<file path="src/hdl/ir_remote_rgb_dimmer_macros.svh">
// Assertion helpers shared by the dimmer RTL.
// Each helper is clocked on the rising edge and is quiet while reset is high.
`ifndef IR_REMOTE_RGB_DIMMER_MACROS_SVH
`define IR_REMOTE_RGB_DIMMER_MACROS_SVH
`ifndef SYNTHESIS
// Condition holds at every edge.
`define IRRD_ASSERT_ALWAYS(label, clk, rst, cond, msg) \
  label: assert property (@(posedge clk) disable iff (rst) (cond)) else $error(msg);
// Consequent holds in the same cycle as the antecedent.
`define IRRD_ASSERT_IMPLIES(label, clk, rst, ante, cons, msg) \
  label: assert property (@(posedge clk) disable iff (rst) (ante) |-> (cons)) else $error(msg);
// Consequent holds in the cycle after the antecedent.
`define IRRD_ASSERT_NEXT(label, clk, rst, ante, cons, msg) \
  label: assert property (@(posedge clk) disable iff (rst) (ante) |=> (cons)) else $error(msg);
`else
`define IRRD_ASSERT_ALWAYS(label, clk, rst, cond, msg)
`define IRRD_ASSERT_IMPLIES(label, clk, rst, ante, cons, msg)
`define IRRD_ASSERT_NEXT(label, clk, rst, ante, cons, msg)
`endif
`endif

</file>
<file path="src/hdl/irrd_pkg.sv">
`timescale 1ns / 1ps
package irrd_pkg;

  // Field widths
  localparam int EDGE_W      = 16;
  localparam int LEVEL_W     = 16;
  localparam int CODE_W      = 32;
  localparam int CFG_W       = 16;
  localparam int BIT_CNT_W   = $clog2(CODE_W);
  localparam int REG_COUNT   = 8;
  localparam int REG_IDX_W   = $clog2(REG_COUNT);
  localparam int APB_DATA_W  = 32;

  // Queue between decoder and level unit
  localparam int QUEUE_DEPTH = 2;
  localparam int QCNT_W      = $clog2(QUEUE_DEPTH + 1);

  // Register map, index in units of one 32-bit word
  typedef enum logic [REG_IDX_W-1:0] {
    REG_PERIOD_TOP = 3'd0,
    REG_STEP_SIZE  = 3'd1,
    REG_START_MIN  = 3'd2,
    REG_START_MAX  = 3'd3,
    REG_ONE_MIN    = 3'd4,
    REG_ONE_MAX    = 3'd5,
    REG_ZERO_MIN   = 3'd6,
    REG_ZERO_MAX   = 3'd7
  } irrd_reg_t;

  typedef struct packed {
    logic [CFG_W-1:0] period_top;
    logic [CFG_W-1:0] step_size;
    logic [CFG_W-1:0] start_min;
    logic [CFG_W-1:0] start_max;
    logic [CFG_W-1:0] one_min;
    logic [CFG_W-1:0] one_max;
    logic [CFG_W-1:0] zero_min;
    logic [CFG_W-1:0] zero_max;
  } irrd_cfg_t;

  localparam irrd_cfg_t CFG_RESET = '{
    period_top: 16'd20000,
    step_size:  16'd2000,
    start_min:  16'd11000,
    start_max:  16'd15000,
    one_min:    16'd1800,
    one_max:    16'd2800,
    zero_min:   16'd700,
    zero_max:   16'd1600
  };

  localparam logic [LEVEL_W-1:0] LEVEL_RESET = 16'd20000;

  // Remote key codes, first received bit in bit 0
  localparam logic [CODE_W-1:0] KEY_RED_DOWN   = 32'hBA45FF00;
  localparam logic [CODE_W-1:0] KEY_RED_UP     = 32'hBB44FF00;
  localparam logic [CODE_W-1:0] KEY_GREEN_DOWN = 32'hB946FF00;
  localparam logic [CODE_W-1:0] KEY_GREEN_UP   = 32'hBF40FF00;
  localparam logic [CODE_W-1:0] KEY_BLUE_DOWN  = 32'hB847FF00;
  localparam logic [CODE_W-1:0] KEY_BLUE_UP    = 32'hBC43FF00;
  localparam logic [CODE_W-1:0] KEY_ALL_MAX    = 32'hF20DFF00;
  localparam logic [CODE_W-1:0] KEY_ALL_ZERO   = 32'hE916FF00;
  localparam logic [CODE_W-1:0] CODE_ALL_ONES  = 32'hFFFFFFFF;

  // Decoder result handed to the level unit
  typedef struct packed {
    logic              done;
    logic [CODE_W-1:0] code;
  } irrd_cmd_t;

endpackage

</file>
<file path="src/hdl/irrd_ifs.sv">
`timescale 1ns / 1ps
// Capture timestamp channel
interface irrd_edge_if import irrd_pkg::*; ();
  logic              valid;
  logic              ready;
  logic [EDGE_W-1:0] edge_time;

  modport source (output valid, output edge_time, input ready);
  modport sink (input valid, input edge_time, output ready);
endinterface

// Level and code result channel
interface irrd_result_if import irrd_pkg::*; ();
  logic               valid;
  logic               ready;
  logic [LEVEL_W-1:0] red_level;
  logic [LEVEL_W-1:0] green_level;
  logic [LEVEL_W-1:0] blue_level;
  logic               code_done;
  logic [CODE_W-1:0]  code_value;

  modport source (output valid, output red_level, output green_level, output blue_level,
                  output code_done, output code_value, input ready);
  modport sink (input valid, input red_level, input green_level, input blue_level,
                input code_done, input code_value, output ready);
endinterface

</file>
<file path="src/hdl/irrd_front.sv">
`timescale 1ns / 1ps
`include "ir_remote_rgb_dimmer_macros.svh"
module irrd_front import irrd_pkg::*; #(
  parameter int TIME_WIDTH = 16
) (
  input  logic         clk,
  input  logic         rst,
  input  irrd_cfg_t    cfg,
  irrd_edge_if.sink    edge_ch,
  output logic         push_valid,
  output irrd_cmd_t    push_cmd,
  input  logic         push_ready
);

  logic [EDGE_W-1:0]     last_edge;
  logic [BIT_CNT_W-1:0]  bit_count;
  logic [CODE_W-1:0]     shift_code;
  logic                  receiving;

  logic [BIT_CNT_W-1:0]  bit_count_next;
  logic [CODE_W-1:0]     shift_code_next;
  logic                  receiving_next;
  logic                  done;
  logic                  bit_in;

  logic [TIME_WIDTH-1:0] now_t;
  logic [TIME_WIDTH-1:0] last_t;
  logic [TIME_WIDTH-1:0] top_t;
  logic [TIME_WIDTH-1:0] delta;
  logic                  is_start;
  logic                  is_one;
  logic                  is_zero;
  logic                  accept;

  // Pass queue backpressure straight to the capture channel
  assign edge_ch.ready = push_ready;
  assign push_valid    = edge_ch.valid;
  assign accept        = edge_ch.valid && push_ready;

  // Form the interval, wrapping at the timer period
  assign now_t  = TIME_WIDTH'(edge_ch.edge_time);
  assign last_t = TIME_WIDTH'(last_edge);
  assign top_t  = TIME_WIDTH'(cfg.period_top);
  assign delta  = (edge_ch.edge_time >= last_edge) ? (now_t - last_t)
                                                   : (top_t - last_t + now_t);

  // Classify against the open windows
  assign is_start = (delta > TIME_WIDTH'(cfg.start_min)) && (delta < TIME_WIDTH'(cfg.start_max));
  assign is_one   = (delta > TIME_WIDTH'(cfg.one_min)) && (delta < TIME_WIDTH'(cfg.one_max));
  assign is_zero  = (delta > TIME_WIDTH'(cfg.zero_min)) && (delta < TIME_WIDTH'(cfg.zero_max));

  // Advance the frame state
  always_comb begin
    bit_count_next  = bit_count;
    shift_code_next = shift_code;
    receiving_next  = receiving;
    done            = 1'b0;
    bit_in          = 1'b0;
    if (is_start) begin
      bit_count_next  = '0;
      shift_code_next = '0;
      receiving_next  = 1'b1;
    end else if (receiving) begin
      if (is_one) begin
        shift_code_next = shift_code | (CODE_W'(1) << bit_count);
        bit_in          = 1'b1;
      end else if (is_zero) begin
        bit_in = 1'b1;
      end else begin
        receiving_next = 1'b0;
        bit_count_next = '0;
      end
      if (bit_in) begin
        if (bit_count == '1) begin
          // Last bit of the frame: close it and check the code
          receiving_next = 1'b0;
          bit_count_next = '0;
          done = (shift_code_next != '0) && (shift_code_next != CODE_ALL_ONES);
        end else begin
          bit_count_next = bit_count + BIT_CNT_W'(1);
        end
      end
    end
  end

  assign push_cmd = '{done: done, code: shift_code_next};

  // Hold frame state
  always_ff @(posedge clk) begin
    if (rst) begin
      last_edge  <= '0;
      bit_count  <= '0;
      shift_code <= '0;
      receiving  <= 1'b0;
    end else if (accept) begin
      last_edge  <= edge_ch.edge_time;
      bit_count  <= bit_count_next;
      shift_code <= shift_code_next;
      receiving  <= receiving_next;
    end
  end

  `IRRD_ASSERT_IMPLIES(a_idle_count_clear, clk, rst, !receiving, bit_count == '0, "bit count set while idle")
  `IRRD_ASSERT_IMPLIES(a_done_code_valid, clk, rst, push_valid && push_cmd.done, (push_cmd.code != '0) && (push_cmd.code != CODE_ALL_ONES), "done with rejected code")

endmodule

</file>
<file path="src/hdl/irrd_queue.sv">
`timescale 1ns / 1ps
`include "ir_remote_rgb_dimmer_macros.svh"
module irrd_queue import irrd_pkg::*; (
  input  logic      clk,
  input  logic      rst,
  input  logic      push_valid,
  input  irrd_cmd_t push_cmd,
  output logic      push_ready,
  output logic      pop_valid,
  output irrd_cmd_t pop_cmd,
  input  logic      pop_ready
);

  logic [QCNT_W-1:0] count;
  irrd_cmd_t         head;
  irrd_cmd_t         tail;
  logic              push_fire;
  logic              pop_fire;

  assign push_ready = (count != QCNT_W'(QUEUE_DEPTH));
  assign pop_valid  = (count != '0);
  assign pop_cmd    = head;
  assign push_fire  = push_valid && push_ready;
  assign pop_fire   = pop_valid && pop_ready;

  // Hold count; entries shift toward the head on each pop
  always_ff @(posedge clk) begin
    if (rst) begin
      count <= '0;
    end else begin
      if (push_fire && !pop_fire) begin
        count <= count + QCNT_W'(1);
      end else if (pop_fire && !push_fire) begin
        count <= count - QCNT_W'(1);
      end
    end
  end

  // Move payload
  always_ff @(posedge clk) begin
    if (pop_fire) begin
      head <= (push_fire && (count == QCNT_W'(1))) ? push_cmd : tail;
      if (push_fire) begin
        tail <= push_cmd;
      end
    end else if (push_fire) begin
      if (count == '0) begin
        head <= push_cmd;
      end else begin
        tail <= push_cmd;
      end
    end
  end

  `IRRD_ASSERT_ALWAYS(a_count_range, clk, rst, count <= QCNT_W'(QUEUE_DEPTH), "queue overfilled")
  `IRRD_ASSERT_NEXT(a_count_steady, clk, rst, push_fire && pop_fire, $stable(count), "count moved on push with pop")

endmodule

</file>
<file path="src/hdl/irrd_back.sv">
`timescale 1ns / 1ps
`include "ir_remote_rgb_dimmer_macros.svh"
module irrd_back import irrd_pkg::*; (
  input  logic          clk,
  input  logic          rst,
  input  irrd_cfg_t     cfg,
  input  logic          pop_valid,
  input  irrd_cmd_t     pop_cmd,
  output logic          pop_ready,
  irrd_result_if.source result_ch
);

  logic [LEVEL_W-1:0] red_store;
  logic [LEVEL_W-1:0] green_store;
  logic [LEVEL_W-1:0] blue_store;
  logic [LEVEL_W-1:0] red_store_next;
  logic [LEVEL_W-1:0] green_store_next;
  logic [LEVEL_W-1:0] blue_store_next;

  logic               out_valid;
  logic [LEVEL_W-1:0] out_red;
  logic [LEVEL_W-1:0] out_green;
  logic [LEVEL_W-1:0] out_blue;
  logic               out_done;
  logic [CODE_W-1:0]  out_code;

  logic               fire;
  logic [LEVEL_W-1:0] cur_level;
  logic [LEVEL_W-1:0] down_level;
  logic [LEVEL_W-1:0] up_level;
  logic [LEVEL_W:0]   up_sum;

  // Take the next command whenever the output register frees up
  assign pop_ready = !out_valid || result_ch.ready;
  assign fire      = pop_valid && pop_ready;

  // Pick the channel a step key acts on
  always_comb begin
    case (pop_cmd.code)
      KEY_RED_DOWN, KEY_RED_UP:     cur_level = red_store;
      KEY_GREEN_DOWN, KEY_GREEN_UP: cur_level = green_store;
      default:                      cur_level = blue_store;
    endcase
  end

  // Step down to zero or up to the period, saturating
  assign down_level = (cur_level >= cfg.step_size) ? (cur_level - cfg.step_size) : '0;
  assign up_sum     = {1'b0, cur_level} + {1'b0, cfg.step_size};
  assign up_level   = (up_sum <= {1'b0, cfg.period_top}) ? up_sum[LEVEL_W-1:0] : cfg.period_top;

  // Apply a finished code
  always_comb begin
    red_store_next   = red_store;
    green_store_next = green_store;
    blue_store_next  = blue_store;
    if (pop_cmd.done) begin
      case (pop_cmd.code)
        KEY_RED_DOWN:   red_store_next   = down_level;
        KEY_RED_UP:     red_store_next   = up_level;
        KEY_GREEN_DOWN: green_store_next = down_level;
        KEY_GREEN_UP:   green_store_next = up_level;
        KEY_BLUE_DOWN:  blue_store_next  = down_level;
        KEY_BLUE_UP:    blue_store_next  = up_level;
        KEY_ALL_MAX: begin
          red_store_next   = cfg.period_top;
          green_store_next = cfg.period_top;
          blue_store_next  = cfg.period_top;
        end
        KEY_ALL_ZERO: begin
          red_store_next   = '0;
          green_store_next = '0;
          blue_store_next  = '0;
        end
        default: begin
          red_store_next = red_store;
        end
      endcase
    end
  end

  // Hold levels and the output register
  always_ff @(posedge clk) begin
    if (rst) begin
      red_store   <= LEVEL_RESET;
      green_store <= LEVEL_RESET;
      blue_store  <= LEVEL_RESET;
      out_valid   <= 1'b0;
    end else if (fire) begin
      red_store   <= red_store_next;
      green_store <= green_store_next;
      blue_store  <= blue_store_next;
      out_valid   <= 1'b1;
      out_red     <= red_store_next;
      out_green   <= green_store_next;
      out_blue    <= blue_store_next;
      out_done    <= pop_cmd.done;
      out_code    <= pop_cmd.code;
    end else if (result_ch.ready) begin
      out_valid <= 1'b0;
    end
  end

  assign result_ch.valid       = out_valid;
  assign result_ch.red_level   = out_red;
  assign result_ch.green_level = out_green;
  assign result_ch.blue_level  = out_blue;
  assign result_ch.code_done   = out_done;
  assign result_ch.code_value  = out_code;

  `IRRD_ASSERT_NEXT(a_levels_hold, clk, rst, !(fire && pop_cmd.done), $stable(red_store) && $stable(green_store) && $stable(blue_store), "level changed without a code")

endmodule

</file>
<file path="src/hdl/ir_remote_rgb_dimmer.sv">
`timescale 1ns / 1ps
// IR remote RGB dimmer. Feed one falling-edge timer capture per transfer on
// edge_ch; every capture yields exactly one transfer on result_ch carrying the
// three PWM compare levels, a flag set when that edge completed a valid
// 32-bit code, and the current code shift register. A new capture is taken
// every cycle the queue has room: the decoder handles one edge per clock, a
// two-entry queue separates it from the level unit, and the level unit
// finishes one command per clock into its output register unless result_ch
// stalls, and the queue absorbs short stalls on result_ch. Write the eight
// 16-bit registers over APB only while no capture is in flight.
module ir_remote_rgb_dimmer import irrd_pkg::*; #(
  parameter int TIME_WIDTH = 16
) (
  input  logic                  clk,
  input  logic                  rst,
  irrd_edge_if.sink             edge_ch,
  irrd_result_if.source         result_ch,
  input  logic                  psel,
  input  logic                  penable,
  input  logic                  pwrite,
  input  logic [REG_IDX_W+1:0]  paddr,
  input  logic [APB_DATA_W-1:0] pwdata,
  output logic [APB_DATA_W-1:0] prdata,
  output logic                  pready
);

  irrd_cfg_t cfg;
  irrd_reg_t reg_sel;
  logic      cfg_write;
  logic      push_valid;
  logic      push_ready;
  irrd_cmd_t push_cmd;
  logic      pop_valid;
  logic      pop_ready;
  irrd_cmd_t pop_cmd;

  assign pready    = 1'b1;
  assign reg_sel   = irrd_reg_t'(paddr[REG_IDX_W+1:2]);
  assign cfg_write = psel && penable && pwrite;

  // Hold configuration registers
  always_ff @(posedge clk) begin
    if (rst) begin
      cfg <= CFG_RESET;
    end else if (cfg_write) begin
      case (reg_sel)
        REG_PERIOD_TOP: cfg.period_top <= pwdata[CFG_W-1:0];
        REG_STEP_SIZE:  cfg.step_size  <= pwdata[CFG_W-1:0];
        REG_START_MIN:  cfg.start_min  <= pwdata[CFG_W-1:0];
        REG_START_MAX:  cfg.start_max  <= pwdata[CFG_W-1:0];
        REG_ONE_MIN:    cfg.one_min    <= pwdata[CFG_W-1:0];
        REG_ONE_MAX:    cfg.one_max    <= pwdata[CFG_W-1:0];
        REG_ZERO_MIN:   cfg.zero_min   <= pwdata[CFG_W-1:0];
        REG_ZERO_MAX:   cfg.zero_max   <= pwdata[CFG_W-1:0];
        default:        cfg            <= cfg;
      endcase
    end
  end

  // Read back
  always_comb begin
    case (reg_sel)
      REG_PERIOD_TOP: prdata = APB_DATA_W'(cfg.period_top);
      REG_STEP_SIZE:  prdata = APB_DATA_W'(cfg.step_size);
      REG_START_MIN:  prdata = APB_DATA_W'(cfg.start_min);
      REG_START_MAX:  prdata = APB_DATA_W'(cfg.start_max);
      REG_ONE_MIN:    prdata = APB_DATA_W'(cfg.one_min);
      REG_ONE_MAX:    prdata = APB_DATA_W'(cfg.one_max);
      REG_ZERO_MIN:   prdata = APB_DATA_W'(cfg.zero_min);
      REG_ZERO_MAX:   prdata = APB_DATA_W'(cfg.zero_max);
      default:        prdata = '0;
    endcase
  end

  irrd_front #(
    .TIME_WIDTH(TIME_WIDTH)
  ) u_front (
    .clk        (clk),
    .rst        (rst),
    .cfg        (cfg),
    .edge_ch    (edge_ch),
    .push_valid (push_valid),
    .push_cmd   (push_cmd),
    .push_ready (push_ready)
  );

  irrd_queue u_queue (
    .clk        (clk),
    .rst        (rst),
    .push_valid (push_valid),
    .push_cmd   (push_cmd),
    .push_ready (push_ready),
    .pop_valid  (pop_valid),
    .pop_cmd    (pop_cmd),
    .pop_ready  (pop_ready)
  );

  irrd_back u_back (
    .clk       (clk),
    .rst       (rst),
    .cfg       (cfg),
    .pop_valid (pop_valid),
    .pop_cmd   (pop_cmd),
    .pop_ready (pop_ready),
    .result_ch (result_ch)
  );

endmodule
</file>
<file path="src/flat_wrapper.sv">
// flat-port wrapper written by rule: the top's interface ports become plain ports
module ir_remote_rgb_dimmer_flat import irrd_pkg::*;
#(
  parameter int TIME_WIDTH = 16
)
  (clk, rst, psel, penable, pwrite, paddr, pwdata, prdata, pready, edge_ch_valid, edge_ch_edge_time, edge_ch_ready, result_ch_valid, result_ch_red_level, result_ch_green_level, result_ch_blue_level, result_ch_code_done, result_ch_code_value, result_ch_ready);
  irrd_edge_if edge_ch_i ();
  irrd_result_if result_ch_i ();
  input  logic clk;
  input  logic rst;
  input  logic psel;
  input  logic penable;
  input  logic pwrite;
  input  logic [REG_IDX_W+1:0] paddr;
  input  logic [APB_DATA_W-1:0] pwdata;
  output logic [APB_DATA_W-1:0] prdata;
  output logic pready;
  input wire logic [$bits(edge_ch_i.valid)-1:0] edge_ch_valid;
  input wire logic [$bits(edge_ch_i.edge_time)-1:0] edge_ch_edge_time;
  output wire logic [$bits(edge_ch_i.ready)-1:0] edge_ch_ready;
  output wire logic [$bits(result_ch_i.valid)-1:0] result_ch_valid;
  output wire logic [$bits(result_ch_i.red_level)-1:0] result_ch_red_level;
  output wire logic [$bits(result_ch_i.green_level)-1:0] result_ch_green_level;
  output wire logic [$bits(result_ch_i.blue_level)-1:0] result_ch_blue_level;
  output wire logic [$bits(result_ch_i.code_done)-1:0] result_ch_code_done;
  output wire logic [$bits(result_ch_i.code_value)-1:0] result_ch_code_value;
  input wire logic [$bits(result_ch_i.ready)-1:0] result_ch_ready;
  assign edge_ch_i.valid = edge_ch_valid;
  assign edge_ch_i.edge_time = edge_ch_edge_time;
  assign edge_ch_ready = edge_ch_i.ready;
  assign result_ch_valid = result_ch_i.valid;
  assign result_ch_red_level = result_ch_i.red_level;
  assign result_ch_green_level = result_ch_i.green_level;
  assign result_ch_blue_level = result_ch_i.blue_level;
  assign result_ch_code_done = result_ch_i.code_done;
  assign result_ch_code_value = result_ch_i.code_value;
  assign result_ch_i.ready = result_ch_ready;
  ir_remote_rgb_dimmer #(.TIME_WIDTH(TIME_WIDTH)) u_core (.clk(clk), .rst(rst), .edge_ch(edge_ch_i), .result_ch(result_ch_i), .psel(psel), .penable(penable), .pwrite(pwrite), .paddr(paddr), .pwdata(pwdata), .prdata(prdata), .pready(pready));
endmodule
</file>
<file path="config.mk">
export PLATFORM = sky130hd
export DESIGN_NAME = ir_remote_rgb_dimmer_flat
export DESIGN_NICKNAME = d
export VERILOG_FILES = /design/src/hdl/irrd_pkg.sv /design/src/hdl/irrd_ifs.sv /design/src/hdl/irrd_front.sv /design/src/hdl/irrd_queue.sv /design/src/hdl/irrd_back.sv /design/src/hdl/ir_remote_rgb_dimmer.sv /design/src/flat_wrapper.sv
export VERILOG_INCLUDE_DIRS = /design/src /design/src/hdl
export SDC_FILE = /design/constraint.sdc
export NUM_CORES = 1
export LEC_CHECK = 0
export ABC_AREA = 0
export BUFFER_PORTS_ARGS = -buffer_cell sky130_fd_sc_hd__buf_2
export CORE_ASPECT_RATIO = 1.4
export CORE_MARGIN = 2
export CORE_UTILIZATION = 40
export DETAILED_ROUTE_END_ITERATION = 6
export HOLD_SLACK_MARGIN = 0.12
export PLACE_DENSITY_LB_ADDON = 0.15
export SYNTH_ARGS = -nofsm -noshare
export SYNTH_HDL_FRONTEND = slang
export SYNTH_SLANG_ARGS = --single-unit
</file>
<file path="constraint.sdc">
create_clock -name clk -period 7.6 [get_ports clk]
set_clock_uncertainty 0.15 [all_clocks]
set_input_delay 1.52 -clock clk [delete_from_list [all_inputs] [get_ports clk]]
set_output_delay 1.52 -clock clk [all_outputs]
set_load 0.005 [all_outputs]
</file>
==> metrics.yaml, run 1 <==
yosysWarnings: 0
worst_pin_slew_ps: 1390
synth-compound-area-share_pct: 19.66
synthMuxAreaShare_pct: 2.575
p_int_mw: 4.647
cts_tree: "done"
die_area_mm2: 0.06053
dp_slack_ps: -1095
arrival_ps: 7720
io_buffers: 140
status: "finished, final reports clean"
routabilityCongestion: 0.9913
leakage_nw: 11.43
yosys.area_share.simple_pct: 18.78
drc_errors: 0
synthTopCellsByArea: "dfxtp_1 20%, edfxtp_1 19%, ha_1 9.8%"
ys_ff_latch: 380
drv_slew: 0
p_comb_share_pct: 32.6
ys_types: 83
area_delta_synth_final_pct: 21.43
wl_per_cell_um: 22.14
path_delay_family: "compound AO/OA/AOI/OAI gates"
grt_max_degree: 91
fmax_mhz: 132.7
drtAntennaViolNets: 0
drt-total-wl_mm: 85.40
cts.sinks: 380
vias: 21910
seq_area_frac_synth_pct: 38.76
finalSetupViolations: 0
end_kind: "flip-flop"
die_h_um: 290.3
crit_slowest_cell: "or4_4"
antenna_found_initial: 1
critPathMaxStageDelay_ps: 540
root_buffer: "clkbuf_16"
cap_viol_max_count: 0
netlist_area_mm2: 0.02342
synth_edf_count: 147
hold_viol_final: 0
synth_top_family_by_area: "compound AO/OA/AOI/OAI gates"
crit_top_cell: "a21o_1"
hold_class: "flip-flop to flip-flop"
grt_pass1_wl_mm: 129.0
clock_power_share_pct: 31.1
seqPwrFrac_pct: 36.2
clock_latency_ps: 590
hold_slack_ps: 307.1
synth-adder-area-share_pct: 11.37
ys.flop_type: "dfxtp_1"
dr.pass1.iters: 7
track_usage_pct: 27.59
grt_pass1_vias: 21810
placed_cells: 3749
irDropWorstVdd_mv: 0.1736
synth_top_area_share_pct: 19.92
fp.dieW_um: 208.5
yosys.area.top_type: "dfxtp_1"
relSlewSlack_pct: 6.737
fin_cells: 3858
rsz0062_at_grt: "yes"
cp_num_buf_inv: 5
cp-start-kind: "input port"
core-area_mm2: 0.05765
cp.required_ps: 7790
num_io_pins: 176
synth_area_per_cell_um2: 8.311
clk_path_buf_depth: 3
power_density_mw_per_mm2: 248.0
dp_hpwl_mm: 65.06
cp_max_fo: 7
vias_per_cell: 5.679
ys_async_sr_fraction_pct: 0
h-tree-depth: 2
fin_nets: 3343
fin_crit_ps: 7534
synth_xor_area_share_pct: 1.907
p_sw_share_pct: 34.13
drt_iter0_drc: 1600
yosysMostFrequentCell: "nand2_1"
synth_common_cells: "468 x nand2_1, 299 x a21oi_1, 272 x nor2_1"
path_clk_slew_ps: 60
initial_core_util_pct: 40.63
drive_above_1_share_pct: 19.04
final.setup.tns_ps: 0
cts_buffers: 42
fin_crit_sh_pct: 99.14
setup_ws_ps: 65.62
critical_path_class: "input port to flip-flop"
p_sw_mw: 2.407
grt_overflow: 0
synth_cells: 2818
rows: 104
kinds of logic (layout without fill, tap and decap cells):
| logic type | Yosys count | in the layout |
|---|---|---|
| AND/OR/NAND/NOR | 1008 | 1008 |
| AO/OA/AOI/OAI | 728 | 728 |
| buffers and inverters | 404 | 686 |
| flip-flops | 380 | 380 |
| adder cells (fa/ha/maj) | 202 | 202 |
| XOR/XNOR | 51 | 51 |
| multiplexers | 43 | 43 |
| other | 2 | 18 |
cells in the final DEF, fill, tap and decap left out, types with 10 or more instances in the layout:
cell type | netlist | final
nor2_1 | 272 | 265
nand2_1 | 468 | 462
a31oi_1 | 36 | 34
ha_1 | 184 | 180
xor2_1 | 19 | 18
o31ai_1 | 36 | 35
edfxtp_1 | 147 | 147
conb_1 | 2 | 17
dfxtp_1 | 233 | 233
nand2b_1 | 16 | 16
o21bai_1 | 13 | 11
nor4_2 | 1 | 10
mux4_2 | 13 | 13
o211ai_1 | 61 | 61
nor4_1 | 25 | 15
inv_1 | 222 | 219
nand3_1 | 32 | 32
nand4_1 | 36 | 36
a21oi_2 | 2 | 12
or3_1 | 17 | 17
buf_4 | 18 | 227
a21o_1 | 29 | 29
o21ai_0 | 84 | 75
o21ai_1 | 7 | 12
fa_1 | 18 | 17
buf_2 | 6 | 138
a221oi_2 | 3 | 11
clkbuf_16 | 0 | 46
nor3_1 | 50 | 45
xnor2_1 | 32 | 30
or2_2 | 14 | 13
o21a_1 | 29 | 29
a21oi_1 | 299 | 287
a211oi_1 | 20 | 18
mux2i_1 | 22 | 15
nor2b_1 | 31 | 30
a22oi_1 | 20 | 20
and2_1 | 12 | 12
metrics by stage:
stage	utilization [%]	cell area (um^2)	power [mW]
CTS	48.22	27800	6.976
finish	49.34	28440	7.054
detailed placement	45.19	26050	4.759
global route	49.33	28440	7.407
floorplan	-	23490	3.828
global placement	45.19	26050	4.707
path summary, 6_finish.rpt:
check	start	cells past startpoint	slack [ps]	endpoint
max	edge_ch_edge_time[1]	32	70	u_core.u_queue.pop_cmd[32]$_DFFE_PP_
min	u_core.u_queue.pop_cmd[14]$_DFFE_PP_	0	310	u_core.u_back.result_ch.code_value[14]$_DFFE_PP_
max reg2reg	u_core.u_queue.pop_cmd[6]$_DFFE_PP_	36	220	u_core.u_back.result_ch.red_level[2]$_DFFE_PP_
min reg2reg	u_core.u_queue.pop_cmd[14]$_DFFE_PP_	0	310	u_core.u_back.result_ch.code_value[14]$_DFFE_PP_
sequential cells by signal, summed over array words and instances (netlist names):
signal	cells
u_core.u_back.blue_store	16
u_core.u_back.red_store	16
u_core.u_queue.pop_cmd	33
u_core.u_back.result_ch.code_done	1
u_core.u_front.receiving	1
u_core.u_back.green_store	16
u_core.u_queue.count	2
u_core.u_back.result_ch.valid	1
u_core.u_queue.tail	33
u_core.u_back.result_ch.green_level	16
u_core.u_back.result_ch.blue_level	16
u_core.u_back.result_ch.red_level	16
u_core.u_back.result_ch.code_value	32
u_core.u_front.last_edge	16
u_core.u_front.shift_code	32
u_core.cfg	128
u_core.u_front.bit_count	5
per-layer routing:
layer	vias up	track usage [%]	wire [um]	share of wire, %
met4	2	16.60	5522	6.5
met3	240	3.717	4271	5.0
met5	-	0	16	0.019
met1	10590	31.85	33280	39
li1	10380	-	-	-
met2	697	48.44	42310	50
power by group through the flow:
| stage | Combinational (mW) | Clock, mW | Sequential [mW] |
|---|---|---|---|
| 2_1_floorplan | 1.28 | 0 | 2.55 |
| 3_3_place_gp | 2.11 | 0 | 2.59 |
| 3_5_place_dp | 2.16 | 0 | 2.60 |
| 4_1_cts | 2.18 | 2.24 | 2.56 |
| 5_1_grt | 2.52 | 2.31 | 2.58 |
| 6_report | 2.30 | 2.20 | 2.56 |
what timing repair did:
item	in CTS	in global routing
setup buffers	10	18
hold buffers	0	0
setup endpoints to repair	94	118
gates cloned	0	2
gates resized for setup	44	96
pin swaps	9	56
final cells by class:
| cell class | count | area [um^2] |
|---|---|---|
| diodes | 1 | 2.502 |
| fillers | 5609 | 29200 |
| inverters | 227 | 854.6 |
| flip-flops and latches | 380 | 9079 |
| clock buffers | 54 | 1159 |
| repair buffers | 381 | 2648 |
| multi-input cells | 2049 | 13460 |
| well taps | 742 | 928.4 |
| clock inverters | 24 | 310.3 |
Power figures use the tool's default switching activity.
==> run 2: changes to the inputs <==
- BUFFER_PORTS_ARGS: -buffer_cell sky130_fd_sc_hd__buf_2 -> default
- DONT_BUFFER_PORTS: default -> 1
- clock period: 7.6 -> 6.12 ns (I/O delays scaled with it)
==> run 2 against run 1 <==
Against the previous run:
- the flow now finishes with violations (negative setup slack)
- combinational power up 77%
- utilization increased by 5.6 points
- critical path depth increased by 4
- via count up 3.0%
- cell count is 2.0% higher
- routed wire length rose by 9.1%
- die area unchanged
- first-iteration DRC count is 4.7% higher
- register-to-register slack got worse by 1100 ps
- clock power increased by 16%
- worst setup slack lost 950 ps
==> metrics.yaml, run 2 (synthesis results as in run 1) <==
status: "finished with violations"
violations: "negative setup slack"
hold_class: "flip-flop to flip-flop"
irDropWorstVdd_mv: 0.2053  # +18%
fin_cells: 3936  # +2.0%
hold_slack_ps: 307.1  # -0.06000 ps
num_antenna_cells: 0  # -1
cp.required_ps: 6320  # -1470 ps
fp.dieW_um: 208.5  # unchanged
finish.instance_area_mm2: 0.03168  # +11%
end_kind: "flip-flop"
top_register: "u_core.cfg"
leakage_nw: 12.37  # +8.2%
cap_viol_max_count: 0  # unchanged
fin_nets: 3426  # +2.5%
h-tree-depth: 2  # unchanged
dp_hpwl_mm: 69.67  # +7.1%
arrival_ps: 7210  # -510 ps
cts_buffers: 40  # -4.8%
placed_cells: 3795  # +1.2%
routabilityCongestion: 0.9837  # -0.77%
path_delay_family: "compound AO/OA/AOI/OAI gates"
final_common_cell: "nand2_1"
finalSetupViolations: 199  # +199
crit_top_cell: "buf_4"
setup_ws_ps: -888.2  # -953.8 ps
num_io_pins: 176  # unchanged
fmax_mhz: 142.7
cts_tree: "done"
drc_errors: 0  # unchanged
rows: 104  # unchanged
drt-total-wl_mm: 93.16  # +9.1%
drv_slew: 0  # unchanged
wl_met2_mm: 47.46  # +12%
io_buffers: 0  # -100%
clk_path_buf_depth: 3  # unchanged
clock_latency_ps: 600  # about the same
wl_met3_mm: 5.223  # +22%
relSlewSlack_pct: 4.032  # -2.7 points
initial_core_util_pct: 40.63  # unchanged
cts.sinks: 380  # unchanged
placed_area_mm2: 0.02714  # +4.2%
largest_register_ffs: 128  # unchanged
grt_pass1_vias: 22870  # +4.9%
power_density_mw_per_mm2: 310.0  # +25%
final_util_pct: 54.96  # +5.6 points
grt_max_degree: 166  # +82%
grt_pass1_wl_mm: 139.0  # +7.7%
root_buffer: "clkbuf_16"
vias_per_cell: 5.734  # +0.97%
cts_hold_buffers: 0  # unchanged
mostFrequentLayoutCells: "445 x nand2_1, 390 x buf_4, 233 x dfxtp_1, 229 x a21oi_1, 219 x inv_1"
track_usage_pct: 30.06  # +2.5 points
top_layer_used: "met4"
die_h_um: 290.3  # unchanged
final.setup.tns_ps: -93680  # -93680 ps
path_clk_slew_ps: 60  # about the same
drtAntennaViolNets: 0  # unchanged
fillCellCount: 5212  # -7.1%
hold_viol_final: 0  # unchanged
wl_per_cell_um: 23.67  # +6.9%
grt_overflow: 0  # unchanged
cp_num_buf_inv: 7  # +2
antenna_found_initial: 0  # -1
drt_iter0_drc: 1675  # +4.7%
crit_slowest_cell: "edfxtp_1"
cp_max_fo: 6  # -1
wl_met1_mm: 34.93  # +4.9%
fin_crit_ps: 7008
drive_above_1_share_pct: 28.49  # +9.5 points
cp-start-kind: "flip-flop"
core-area_mm2: 0.05765  # unchanged
area_delta_synth_final_pct: 35.26
fin_crit_sh_pct: 114.5
vias: 22570  # +3.0%
rsz0062_at_grt: "yes"
critical_path_class: "flip-flop to flip-flop"
dr.pass1.iters: 6  # -1
die_area_mm2: 0.06053  # unchanged
critPathMaxStageDelay_ps: 420  # -120 ps
worst_pin_slew_ps: 1438  # +47.94 ps
-- run 2: final timing paths --
check                                                         start                                              end  slack (ps)  depth (start not counted)
worst min register to register          u_core.cfg[53]$_SDFFE_PP0P_                      u_core.cfg[53]$_SDFFE_PP0P_         310                          2
worst max register to register  u_core.u_queue.pop_cmd[0]$_DFFE_PP_  u_core.u_back.result_ch.blue_level[9]$_DFFE_PP_        -890                         36
worst max-delay path            u_core.u_queue.pop_cmd[0]$_DFFE_PP_  u_core.u_back.result_ch.blue_level[9]$_DFFE_PP_        -890                         36
worst min-delay path                    u_core.cfg[53]$_SDFFE_PP0P_                      u_core.cfg[53]$_SDFFE_PP0P_         310                          2
-- run 2: layer usage --
layer,track usage [%],vias up
met4,15.92,0
met5,0,-
met1,33.59,11000
li1,-,10560
met3,4.733,218
met2,54.60,794
-- run 2: what timing repair did --
action	in CTS	in global routing
setup endpoints to repair	200	200
buffers inserted	43	33
gates resized for setup	325	182
pin swaps	139	177
gates cloned	6	1
-- run 2: per-stage QoR --
step	setup WS, ps	total power [mW]
2_1_floorplan	-962.9	4.846
3_3_place_gp	-1533	6.142
3_5_place_dp	-1547	6.187
4_1_cts	-965.6	9.637
5_1_grt	-1230	10.28
6_report	-888.2	9.820
-- run 2: final cells by class --
cell class | count | area (um^2) | share of cell area (%)
Sequential cell | 380 | 9079 | 28.66
Multi-Input combinational cell | 2049 | 15460 | 48.79
Inverter | 227 | 859.6 | 2.713
Clock inverter | 17 | 211.5 | 0.6675
Timing Repair Buffer | 466 | 4016 | 12.68
Tap cell | 742 | 928.4 | 2.931
Clock buffer | 55 | 1127 | 3.559
-- run 2: worst min-delay path, stage by stage, from the launching register on --
cell and delay (ps):
dfxtp_1 310, nand2_1 50, a21oi_1 50
-- run 2: power by group --
group | switching [mW] | internal (mW)
sequential | 0.182 | 3.01
combinational | 2.17 | 1.91
clock | 1.08 | 1.46
